### src/hw/rtl/srt_pkg.sv
`timescale 1ns / 1ps
`default_nettype none

package srt_pkg;

  localparam int CAPACITY = 16;
  localparam int ADDR_W   = (CAPACITY > 1) ? $clog2(CAPACITY) : 1;
  localparam int CNT_W    = $clog2(CAPACITY + 1);
  localparam int DATA_W   = 32;
  localparam int REC_W    = 2 * DATA_W;
  localparam int POS_W    = 6;

  localparam logic [1:0] OP_INSERT  = 2'd0;
  localparam logic [1:0] OP_DELETE  = 2'd1;
  localparam logic [1:0] OP_DISPLAY = 2'd2;

  localparam logic [1:0] ST_OK        = 2'd0;
  localparam logic [1:0] ST_FULL      = 2'd1;
  localparam logic [1:0] ST_NOT_FOUND = 2'd2;
  localparam logic [1:0] ST_EMPTY     = 2'd3;

  typedef struct packed {
    logic eq;
    logic lt;
  } cmp_res_t;

endpackage

`default_nettype wire

### src/hw/rtl/srt_ram.sv
`timescale 1ns / 1ps
`default_nettype none

module srt_ram #(
  parameter int WIDTH = 64,
  parameter int DEPTH = 16
) (
  input  wire logic                             clk,
  input  wire logic                             we,
  input  wire logic [$clog2(DEPTH)-1:0]         waddr,
  input  wire logic [WIDTH-1:0]                 wdata,
  input  wire logic [$clog2(DEPTH)-1:0]         raddr,
  output logic      [WIDTH-1:0]                 rdata
);

  logic [WIDTH-1:0] mem [DEPTH];

  always_ff @(posedge clk) begin
    if (we) begin
      mem[waddr] <= wdata;
    end
    rdata <= mem[raddr];
  end

endmodule

`default_nettype wire

### src/hw/rtl/srt_cmp.sv
`timescale 1ns / 1ps
`default_nettype none

module srt_cmp (
  input  wire logic signed [srt_pkg::DATA_W-1:0] a,
  input  wire logic signed [srt_pkg::DATA_W-1:0] b,
  output srt_pkg::cmp_res_t                      res
);

  always_comb begin
    res.eq = (a == b);
    res.lt = (a < b);
  end

endmodule

`default_nettype wire

### src/hw/rtl/sorted_record_table.sv
`timescale 1ns / 1ps
`default_nettype none

// A bounded table of up to 16 records, each a signed key and a signed salary.
// A transaction is taken when start is high and busy is low; the operation is
// insert, delete by key, or sort by ascending salary and read out all records.
// Operation code 3 is taken and ignored. Every result appears on the out_ ports
// for exactly one cycle with out_valid high, and the receiver cannot stall it.
// Insert, and delete or display on an empty table, give one result in the cycle
// after the transaction is taken, and busy stays low.
// A delete scans the table record by record, reading each and comparing its key,
// then closes the gap by reading each later record and writing it one place
// lower, with the result in the cycle after the last compare or write.
// A display runs an insertion sort: each record is fetched in S_RDI and S_HOLD,
// then compared with the records below it, each larger one moving up a place,
// until it is placed. S_OUT0 then starts the read-out, and the n records appear
// on consecutive cycles, the final one marked by out_last.
// The pace of each step is set by the single read port of the record memory and
// the one shared comparator that serves both the key search and the salary sort.
// busy is high from the cycle after a multi-cycle transaction is taken until
// the cycle of its final result. Reset empties the table; memory contents are
// left as they are, and no unwritten entry is ever used.

module sorted_record_table (
  input  wire logic                                 clk,
  input  wire logic                                 rst_n,
  input  wire logic                                 start,
  output logic                                      busy,
  input  wire logic [1:0]                           in_operation,
  input  wire logic signed [srt_pkg::DATA_W-1:0]    in_key,
  input  wire logic signed [srt_pkg::DATA_W-1:0]    in_pay,
  output logic                                      out_valid,
  output logic [1:0]                                out_status,
  output logic signed [srt_pkg::DATA_W-1:0]         out_key,
  output logic signed [srt_pkg::DATA_W-1:0]         out_pay,
  output logic [srt_pkg::POS_W-1:0]                 out_position,
  output logic                                      out_last
);

  localparam int CNT_W  = srt_pkg::CNT_W;
  localparam int ADDR_W = srt_pkg::ADDR_W;
  localparam int DATA_W = srt_pkg::DATA_W;
  localparam int REC_W  = srt_pkg::REC_W;
  localparam int POS_W  = srt_pkg::POS_W;

  localparam logic [CNT_W-1:0] CAP_CNT = CNT_W'(srt_pkg::CAPACITY);

  localparam logic [3:0] S_IDLE  = 4'd0;
  localparam logic [3:0] S_D_RD  = 4'd1;
  localparam logic [3:0] S_D_CMP = 4'd2;
  localparam logic [3:0] S_SH_RD = 4'd3;
  localparam logic [3:0] S_SH_WR = 4'd4;
  localparam logic [3:0] S_RDI   = 4'd5;
  localparam logic [3:0] S_HOLD  = 4'd6;
  localparam logic [3:0] S_CMP   = 4'd7;
  localparam logic [3:0] S_PLACE = 4'd8;
  localparam logic [3:0] S_OUT0  = 4'd9;
  localparam logic [3:0] S_OUT   = 4'd10;

  logic [3:0]        state_r, state_nxt;
  logic [CNT_W-1:0]  count_r, count_nxt;
  logic [CNT_W-1:0]  idx_r, idx_nxt;
  logic [CNT_W-1:0]  jdx_r, jdx_nxt;
  logic [DATA_W-1:0] opnd_r, opnd_nxt;
  logic [DATA_W-1:0] hold_key_r, hold_key_nxt;

  logic              valid_r, valid_nxt;
  logic [1:0]        status_r, status_nxt;
  logic [DATA_W-1:0] key_r, key_nxt;
  logic [DATA_W-1:0] pay_r, pay_nxt;
  logic [POS_W-1:0]  pos_r, pos_nxt;
  logic              last_r, last_nxt;

  logic              ram_we;
  logic [ADDR_W-1:0] ram_waddr;
  logic [REC_W-1:0]  ram_wdata;
  logic [ADDR_W-1:0] ram_raddr;
  logic [REC_W-1:0]  ram_rdata;
  logic [DATA_W-1:0] rd_key;
  logic [DATA_W-1:0] rd_pay;

  logic [DATA_W-1:0]  cmp_b;
  srt_pkg::cmp_res_t  cmp_res;

  logic [CNT_W-1:0]  idx_inc;
  logic [CNT_W-1:0]  idx_dec;
  logic [CNT_W-1:0]  jdx_dec;
  logic [CNT_W-1:0]  jdx_dec2;

  assign rd_key   = ram_rdata[REC_W-1:DATA_W];
  assign rd_pay   = ram_rdata[DATA_W-1:0];
  assign idx_inc  = idx_r + CNT_W'(1);
  assign idx_dec  = idx_r - CNT_W'(1);
  assign jdx_dec  = jdx_r - CNT_W'(1);
  assign jdx_dec2 = jdx_r - CNT_W'(2);
  assign cmp_b    = (state_r == S_D_CMP) ? rd_key : rd_pay;

  srt_ram #(
    .WIDTH(REC_W),
    .DEPTH(srt_pkg::CAPACITY)
  ) u_ram (
    .clk  (clk),
    .we   (ram_we),
    .waddr(ram_waddr),
    .wdata(ram_wdata),
    .raddr(ram_raddr),
    .rdata(ram_rdata)
  );

  srt_cmp u_cmp (
    .a  (opnd_r),
    .b  (cmp_b),
    .res(cmp_res)
  );

  always_comb begin
    state_nxt    = state_r;
    count_nxt    = count_r;
    idx_nxt      = idx_r;
    jdx_nxt      = jdx_r;
    opnd_nxt     = opnd_r;
    hold_key_nxt = hold_key_r;
    valid_nxt    = 1'b0;
    status_nxt   = srt_pkg::ST_OK;
    key_nxt      = '0;
    pay_nxt      = '0;
    pos_nxt      = '0;
    last_nxt     = 1'b1;
    ram_we       = 1'b0;
    ram_waddr    = '0;
    ram_wdata    = '0;
    ram_raddr    = '0;

    case (state_r)
      S_IDLE: begin
        if (start) begin
          case (in_operation)
            srt_pkg::OP_INSERT: begin
              valid_nxt = 1'b1;
              if (count_r == CAP_CNT) begin
                status_nxt = srt_pkg::ST_FULL;
              end else begin
                ram_we    = 1'b1;
                ram_waddr = count_r[ADDR_W-1:0];
                ram_wdata = {in_key, in_pay};
                count_nxt = count_r + CNT_W'(1);
              end
            end
            srt_pkg::OP_DELETE: begin
              if (count_r == '0) begin
                valid_nxt  = 1'b1;
                status_nxt = srt_pkg::ST_EMPTY;
              end else begin
                opnd_nxt  = in_key;
                idx_nxt   = '0;
                state_nxt = S_D_RD;
              end
            end
            srt_pkg::OP_DISPLAY: begin
              if (count_r == '0) begin
                valid_nxt  = 1'b1;
                status_nxt = srt_pkg::ST_EMPTY;
              end else if (count_r == CNT_W'(1)) begin
                state_nxt = S_OUT0;
              end else begin
                idx_nxt   = CNT_W'(1);
                state_nxt = S_RDI;
              end
            end
            default: begin
            end
          endcase
        end
      end

      S_D_RD: begin
        ram_raddr = idx_r[ADDR_W-1:0];
        state_nxt = S_D_CMP;
      end

      S_D_CMP: begin
        if (cmp_res.eq) begin
          if (idx_inc == count_r) begin
            count_nxt = count_r - CNT_W'(1);
            valid_nxt = 1'b1;
            state_nxt = S_IDLE;
          end else begin
            state_nxt = S_SH_RD;
          end
        end else if (idx_inc == count_r) begin
          valid_nxt  = 1'b1;
          status_nxt = srt_pkg::ST_NOT_FOUND;
          state_nxt  = S_IDLE;
        end else begin
          idx_nxt   = idx_inc;
          state_nxt = S_D_RD;
        end
      end

      S_SH_RD: begin
        ram_raddr = idx_inc[ADDR_W-1:0];
        state_nxt = S_SH_WR;
      end

      S_SH_WR: begin
        ram_we    = 1'b1;
        ram_waddr = idx_r[ADDR_W-1:0];
        ram_wdata = ram_rdata;
        idx_nxt   = idx_inc;
        if (idx_r + CNT_W'(2) == count_r) begin
          count_nxt = count_r - CNT_W'(1);
          valid_nxt = 1'b1;
          state_nxt = S_IDLE;
        end else begin
          state_nxt = S_SH_RD;
        end
      end

      S_RDI: begin
        ram_raddr = idx_r[ADDR_W-1:0];
        state_nxt = S_HOLD;
      end

      S_HOLD: begin
        opnd_nxt     = rd_pay;
        hold_key_nxt = rd_key;
        jdx_nxt      = idx_r;
        ram_raddr    = idx_dec[ADDR_W-1:0];
        state_nxt    = S_CMP;
      end

      S_CMP: begin
        ram_we    = 1'b1;
        ram_waddr = jdx_r[ADDR_W-1:0];
        if (cmp_res.lt) begin
          ram_wdata = ram_rdata;
          jdx_nxt   = jdx_dec;
          if (jdx_r == CNT_W'(1)) begin
            state_nxt = S_PLACE;
          end else begin
            ram_raddr = jdx_dec2[ADDR_W-1:0];
          end
        end else begin
          ram_wdata = {hold_key_r, opnd_r};
          idx_nxt   = idx_inc;
          state_nxt = (idx_inc == count_r) ? S_OUT0 : S_RDI;
        end
      end

      S_PLACE: begin
        ram_we    = 1'b1;
        ram_waddr = jdx_r[ADDR_W-1:0];
        ram_wdata = {hold_key_r, opnd_r};
        idx_nxt   = idx_inc;
        state_nxt = (idx_inc == count_r) ? S_OUT0 : S_RDI;
      end

      S_OUT0: begin
        ram_raddr = '0;
        idx_nxt   = '0;
        state_nxt = S_OUT;
      end

      S_OUT: begin
        valid_nxt = 1'b1;
        key_nxt   = rd_key;
        pay_nxt   = rd_pay;
        pos_nxt   = POS_W'(idx_r);
        last_nxt  = (idx_inc == count_r);
        ram_raddr = idx_inc[ADDR_W-1:0];
        idx_nxt   = idx_inc;
        if (idx_inc == count_r) begin
          state_nxt = S_IDLE;
        end
      end

      default: begin
        state_nxt = S_IDLE;
      end
    endcase
  end

  always_ff @(posedge clk) begin
    if (!rst_n) begin
      state_r <= S_IDLE;
      count_r <= '0;
      valid_r <= 1'b0;
    end else begin
      state_r <= state_nxt;
      count_r <= count_nxt;
      valid_r <= valid_nxt;
    end
  end

  always_ff @(posedge clk) begin
    idx_r      <= idx_nxt;
    jdx_r      <= jdx_nxt;
    opnd_r     <= opnd_nxt;
    hold_key_r <= hold_key_nxt;
    status_r   <= status_nxt;
    key_r      <= key_nxt;
    pay_r      <= pay_nxt;
    pos_r      <= pos_nxt;
    last_r     <= last_nxt;
  end

  assign busy         = (state_r != S_IDLE);
  assign out_valid    = valid_r;
  assign out_status   = status_r;
  assign out_key      = key_r;
  assign out_pay      = pay_r;
  assign out_position = pos_r;
  assign out_last     = last_r;

endmodule

`default_nettype wire

### config.mk
export PLATFORM = sky130hd
export DESIGN_NAME = sorted_record_table
export DESIGN_NICKNAME = d
export VERILOG_FILES = /design/src/hw/rtl/srt_pkg.sv /design/src/hw/rtl/srt_ram.sv /design/src/hw/rtl/srt_cmp.sv /design/src/hw/rtl/sorted_record_table.sv
export SDC_FILE = /design/constraint.sdc
export NUM_CORES = 1
export LEC_CHECK = 0
export BUFFER_PORTS_ARGS = -buffer_cell sky130_fd_sc_hd__buf_2
export CAP_MARGIN = 15
export CORE_MARGIN = 2
export CORE_UTILIZATION = 24
export DETAILED_ROUTE_END_ITERATION = 16
export REMOVE_ABC_BUFFERS = 1
export SETUP_SLACK_MARGIN = 0.1
export SYNTH_ARGS = -nofsm -noshare
export SYNTH_HDL_FRONTEND = slang
export SYNTH_SLANG_ARGS = --single-unit
export TNS_END_PERCENT = 30
### constraint.sdc
create_clock -name clk -period 13.65 [get_ports clk]
set_input_delay 2.73 -clock clk [delete_from_list [all_inputs] [get_ports clk]]
set_output_delay 2.73 -clock clk [all_outputs]
set_load 0.03 [all_outputs]
Word-level counts from Yosys, hierarchy flattened:

Memory sizes are Yosys's and may differ from the RTL's. A register that Yosys moved wholly into a read port is not among the register bits.
Index checks and enable logic that the tools add are counted.

* equality and inequality tests: 36
* muxes and demuxes: 68
* add/sub/neg operators: 7
* reduce and logical (&&, ||, !) cells: 19
* order comparisons: 1

Operator list (number)
* $mux W64: 4
* $pmux W64 S4: 1
* $mux W32: 4
* $mux W5: 14
* $pmux W32 S2: 1
* $mux W4: 14
* $pmux W4 S11: 1
* $eq A32 B32 Y1: 1
* $lt A32 B32 Y1: 1
* $pmux W5 S5: 1
* $ne A2 B2 Y1 const B: 10
* $pmux W5 S2: 2
* $eq A4 B3 Y1 const B: 4
* $pmux W4 S4: 1
* $pmux W5 S3: 1
* $eq A4 B4 Y1 const B: 3
* $mux W2: 6
* $ne A3 B3 Y1 const B: 4
* $pmux W4 S3: 1
* $mux W1: 11
* $add A5 B1 Y5 const B: 2
* $eq A5 B1 Y1 const B: 2
* $eq A5 B5 Y1: 2
* $sub A5 B1 Y5 const B: 2
* other kinds (28): 38

* word-level logic and storage cells: 145
* output and inout port bits: 75
* register bits after elaboration: 157
* memories: 1
* memory bits (writable): 1024
* bits of input ports: 69

Memory list
* u_ram.mem: words 16, bits a word 64, rd ports 1, clocked after memory_dff 1, wr ports 1, line srt_ram.sv:16 `logic [WIDTH-1:0] mem [DEPTH];`

Logic depth before layout (Yosys ltp):

* word-level depth: 7
* mapped depth: 21
* depth with buffers taken out: 14

Modules after synthesis:

From an unflattened synthesis, not the netlist that was laid out.

* cell total of the unflattened synthesis: 2562
* area total of the unflattened synthesis: 48285.1 µm²

By module, submodules not included
* srt_ram: sequential area each 32030.7 µm², area an instance 39581.7 µm², times used 1, cells each 1647
* sorted_record_table: sequential area each 3863.7 µm², area an instance 7846.3 µm², times used 1, cells each 798
* srt_cmp: sequential area each 0.0 µm², area an instance 857.1 µm², times used 1, cells each 117

Worst setup path after synthesis:

Ideal clock, no wire load.

* kind: input to register
* start: input port in_operation[0]
* end: memory u_ram.mem[0][0], enable pin
* stages: 7
* slack: 3.062 ns
* data arrival time: 9.944 ns
* buffers on the path: 0
* cell sequence: inv_1 -> ha_1 -> nand3_1 -> nor2b_1 -> a222oi_1 -> nand2_1 -> nor4_1

* cells in the longest elaborated chain, start to end: 6

Ends and longest elaborated chain
* start: declaration: line sorted_record_table.sv:29 `input wire logic [1:0] in_operation,`
* $logic_not A2 Y1 *: line sorted_record_table.sv:137 `case (in_operation)`
* $mux W1: line sorted_record_table.sv:137
* $mux W1: line sorted_record_table.sv:136 `if (start) begin`
* $pmux W1 S2: line sorted_record_table.sv:134 `case (state_r)`
* $mux W1: line srt_ram.sv:19 `if (we) begin`
* $mux W1 (not written as such): line srt_ram.sv:20 `mem[waddr] <= wdata;`
* end: declaration: line srt_ram.sv:16

Mark *: on every way between the ends. The rest lies on a longest branch, timed or not.

Worst setup path in the final report:

* start: register state_r[1]
* end: register u_ram.rdata[14] (read register of u_ram.mem)

* cells in the longest elaborated chain, start to end: 5

Ends and longest elaborated chain
* start: declaration: line sorted_record_table.sv:60 `logic [3:0] state_r, state_nxt;`
* start signal: assignment: line sorted_record_table.sv:289 `state_r <= state_nxt;`
* $eq A4 B2 Y1: line sorted_record_table.sv:96 `assign cmp_b = (state_r == S_D_CMP) ? rd_key : rd_pay;`
* $mux W32: line sorted_record_table.sv:96
* $lt A32 B32 Y1: line srt_cmp.sv:12 `res.lt = (a < b);`
* $mux W4: line sorted_record_table.sv:235 `if (cmp_res.lt) begin`
* $pmux W4 S4 *: line sorted_record_table.sv:134
* end: declaration: line srt_ram.sv:13 `output logic [WIDTH-1:0] rdata`

Marked as above.
A chain may end at the register's enable or synchronous reset.

==> flow_metrics.py <==
metrics = {
    "status": {
        "status": "finished clean",
    },
    "timing": {
        "setup_viol": 0,
        "finalSetupTns_ns": 0,
        "finalClockSkew_ns": 0.0229,
        "period_minus_slack_ns": 8.25,
        "rsz0062_at_grt": "no",
        "fin_crit_sh_pct": 60.5,
        "relSlewSlack_pct": 18.4,
        "hold_viol": 0,
        "worst_pin_slew_ns": 1.22,
        "maxSlewViolCount": 0,
        "max_freq_mhz": 121,
    },
    "grt": {
        "antenna_found_initial": 28,
        "grt_util_met2_pct": 22.9,
        "busiest_layer": "met2",
        "first_global_vias": 28600,
        "use_met3_pct": 2.86,
        "grt_usage_pct": 13.8,
        "grt_pass1_wl_um": 209000,
        "grt_start_max_net_pins": 198,
        "use_met1_pct": 18.0,
        "globalRouteOverflowTotal": 0,
    },
    "pwr": {
        "peakVddDrop_mv": 0.0966,
        "power_leakage_nw": 19.6,
        "p_total_w": 0.00995,
        "powerDensity_mw_per_mm2": 175,
    },
    "routing": {
        "wire_per_inst_um": 24.1,
        "drt_iter0_drc": 3816,
        "dr.pass1.iters": 10,
        "vias": 29800,
        "wirelength_um": 148000,
        "vias_per_cell": 4.85,
        "drc": 0,
        "ant_nets": 0,
    },
    "logic_synthesis": {
        "synth_edf_count": 1098,
        "synth_cell_types": 63,
        "synth_ff_type": "edfxtp_1",
        "yosys_register_bits": 1244,
        "ys_top_cells_by_area": "edfxtp_1 (68%), dfxtp_1 (6.0%), mux2i_1 (5.8%)",
        "synthesis.area_per_instance_um2": 15.0,
        "synth_top_area_share_pct": 67.6,
        "yosysTopAreaCell": "edfxtp_1",
        "ys_seq_area_share_pct": 73.6,
        "syn-cell-area_mm2": 0.0488,
        "syn_inst": 3253,
        "async_flop_share_pct": 0,
        "yosys_warnings": 0,
    },
    "clock_network": {
        "numCtsBuffers": 132,
        "cts.sinks": 1244,
        "cts_root_buf": "clkbuf_16",
        "clk_pin_slew_ns": 0.06,
        "cts_hold_buf": 0,
        "clk_path_buf_depth": 3,
        "htree_levels": 4,
        "clock_latency_ns": 0.75,
        "postCtsSetupBuffers": 0,
        "cts_tree": "done",
        "cts_resized": 0,
    },
    "floorplan": {
        "core-area_mm2": 0.202,
        "dieArea_mm2": 0.207,
        "chipWidth_um": 455,
        "dieHeight_um": 455,
        "pin_count": 144,
        "initial_core_util_pct": 24.1,
        "placementRows": 165,
    },
    "flow_run": {
        "drv_cap": 0,
    },
    "worst_setup_path": {
        "critPathMaxStageDelay_ns": 0.84,
        "path_cells": "nand2b_1 -> nor3_2 -> buf_4 -> mux2i_1 -> ha_1 -> a21oi_1 -> o21ai_0 -> a211oi_1 -> nor3_1 -> a211oi_4 -> o21ai_2 -> nand2_4 -> buf_12 -> buf_4 -> mux2i_1 -> a221oi_1 -> or4_1",
        "crit_start": "state_r[1]",
        "path_class": "flop to flop",
        "worst_ep_required_time_ns": 14.26,
        "path_max_fanout": 187,
        "arrival_ns": 8.86,
        "start_kind": "flop",
        "cpMaxStageDelayCell": "dfxtp_1",
        "rr_startpoint": "state_r[1]",
        "crit_path_end_kind": "flop",
    },
    "place": {
        "numPortBuffers": 142,
        "dp_hpwl_um": 78000,
        "dp_cells": 5893,
        "place.gp.congestion": 0.794,
    },
    "cells_and_area": {
        "layout-drive-gt1-share_pct": 12.6,
        "syn_to_final_growth_pct": 16.5,
        "fin_nets": 3473,
        "n_fill_cell": 20100,
        "instances_no_fill": 6144,
        "finish.utilization_pct": 28.1,
    },
    "worst_hold_path": {
        "hp-class": "flop to flop",
        "hold_start": "u_ram.rdata[61]",
    },
}
## Yosys cell counts, types with 4 or more instances
| library cell | instances |
|---|---|
| nand3_1 | 11 |
| or4_1 | 64 |
| or2_2 | 4 |
| ha_1 | 48 |
| edfxtp_1 | 1098 |
| nor3_1 | 16 |
| nand4_1 | 11 |
| clkbuf_1 | 153 |
| a31oi_1 | 6 |
| buf_6 | 6 |
| a21o_1 | 4 |
| nor2b_1 | 8 |
| inv_1 | 85 |
| a221oi_1 | 254 |
| nand2_1 | 390 |
| xor2_1 | 8 |
| or3_1 | 4 |
| o21ai_0 | 22 |
| o22ai_1 | 5 |
| and2_1 | 4 |
| nor4_1 | 6 |
| nor2_1 | 46 |
| nand2b_1 | 11 |
| and3_1 | 70 |
| dfxtp_1 | 146 |
| mux2i_1 | 284 |
| a21oi_1 | 285 |
| xnor2_1 | 11 |
| a211oi_1 | 9 |
| buf_1 | 14 |
| buf_2 | 54 |
| a222oi_1 | 66 |
## through the flow
step	setup WS (ns)	area (um^2)	hold slack [ns]
after floorplan	-4.11	47800	0.439
after global placement	5.58	52500	0.466
after detailed placement	5.41	52500	0.474
after CTS	5.35	56800	0.486
after global routing	4.92	56800	0.516
final	5.40	56800	0.491
## final timing paths
kind | to | slack, ns | depth (start not counted)
worst max-delay path | u_ram.rdata[14] | 5.40 | 17
worst min-delay path | hold_key_r[29] | 0.49 | 0
worst min register to register | hold_key_r[29] | 0.49 | 0
worst max register to register | u_ram.rdata[14] | 5.40 | 17
## critical path, delay by kind of cell, from the launching register on
kind                       cells  cell delay (ns)
DFF                            1             0.84
AOI/OAI and AO/OA              6             1.69
muxes                          2             0.63
buffers and inverters          3             2.23
adders and majority gates      1             0.35
and+or+nand+nor                5             2.11
## layer usage
metal	part of all wire, %	up-vias
met1	41	15200
met2	48	1374
met5	0.075	-
li1	-	13000
met3	8.4	236
met4	3.0	18
## registers in the layout, indices dropped and copies added (netlist names), 32 cells and up
name	cells
out_key	32
u_ram.mem	1024
out_pay	32
opnd_r	32
u_ram.rdata	64
hold_key_r	32
## where the power goes
part | leakage [nW] | switching [W] | total, W | internal (W)
Sequential | 11.3 | 0.000302 | 0.00478 | 0.00448
Combinational | 6.21 | 0.00110 | 0.00162 | 0.000524
Clock | 2.09 | 0.00149 | 0.00355 | 0.00206
Total | 19.6 | 0.00289 | 0.00995 | 0.00706
## cells by family (layout without fill, tap and decap cells)
family / after synthesis / after routing / synth area share [%]
AND/OR/NAND/NOR: 652 / 652 / 6.27
flip-flops: 1244 / 1244 / 73.6
other: 1 / 7 / 0.00769
adder cells (fa/ha/maj): 48 / 48 / 1.23
AO/OA/AOI/OAI: 686 / 686 / 10.0
multiplexers: 287 / 287 / 5.90
XOR/XNOR: 19 / 19 / 0.341
buffers and inverters: 316 / 529 / 2.68
## cell type report
type                    instances  area [um^2]  area share, %
diodes                          6         15.0         0.0264
clock buffers                 181         3690           6.50
clock inverters                63          589           1.04
inverters                      87          329          0.579
multi-input cells            1693        11800           20.8
flip-flops and latches       1244        35900           63.1
well taps                    2672         3340           5.88
repair buffers                198         1170           2.06
## cells in the final DEF (no fill, tap or decap), drive strengths merged, types with 5 or more instances in the layout
cell,netlist,final
edfxtp,1098,1098
nand2,390,390
a21oi,285,285
mux2i,284,284
a221oi,254,254
buf,76,197
clkbuf,153,182
dfxtp,146,146
inv,85,96
and3,70,70
a222oi,66,66
or4,65,65
ha,48,48
nor2,46,46
clkinv,2,42
o21ai,27,27
nor3,16,16
nand4,11,11
xnor2,11,11
nand3,11,11
nand2b,11,11
a211oi,10,10
xor2,8,8
bufinv,0,8
nor2b,8,8
diode,0,6
a31oi,6,6
nor4,6,6
o22ai,5,5
(Power assumes the default switching activity.)
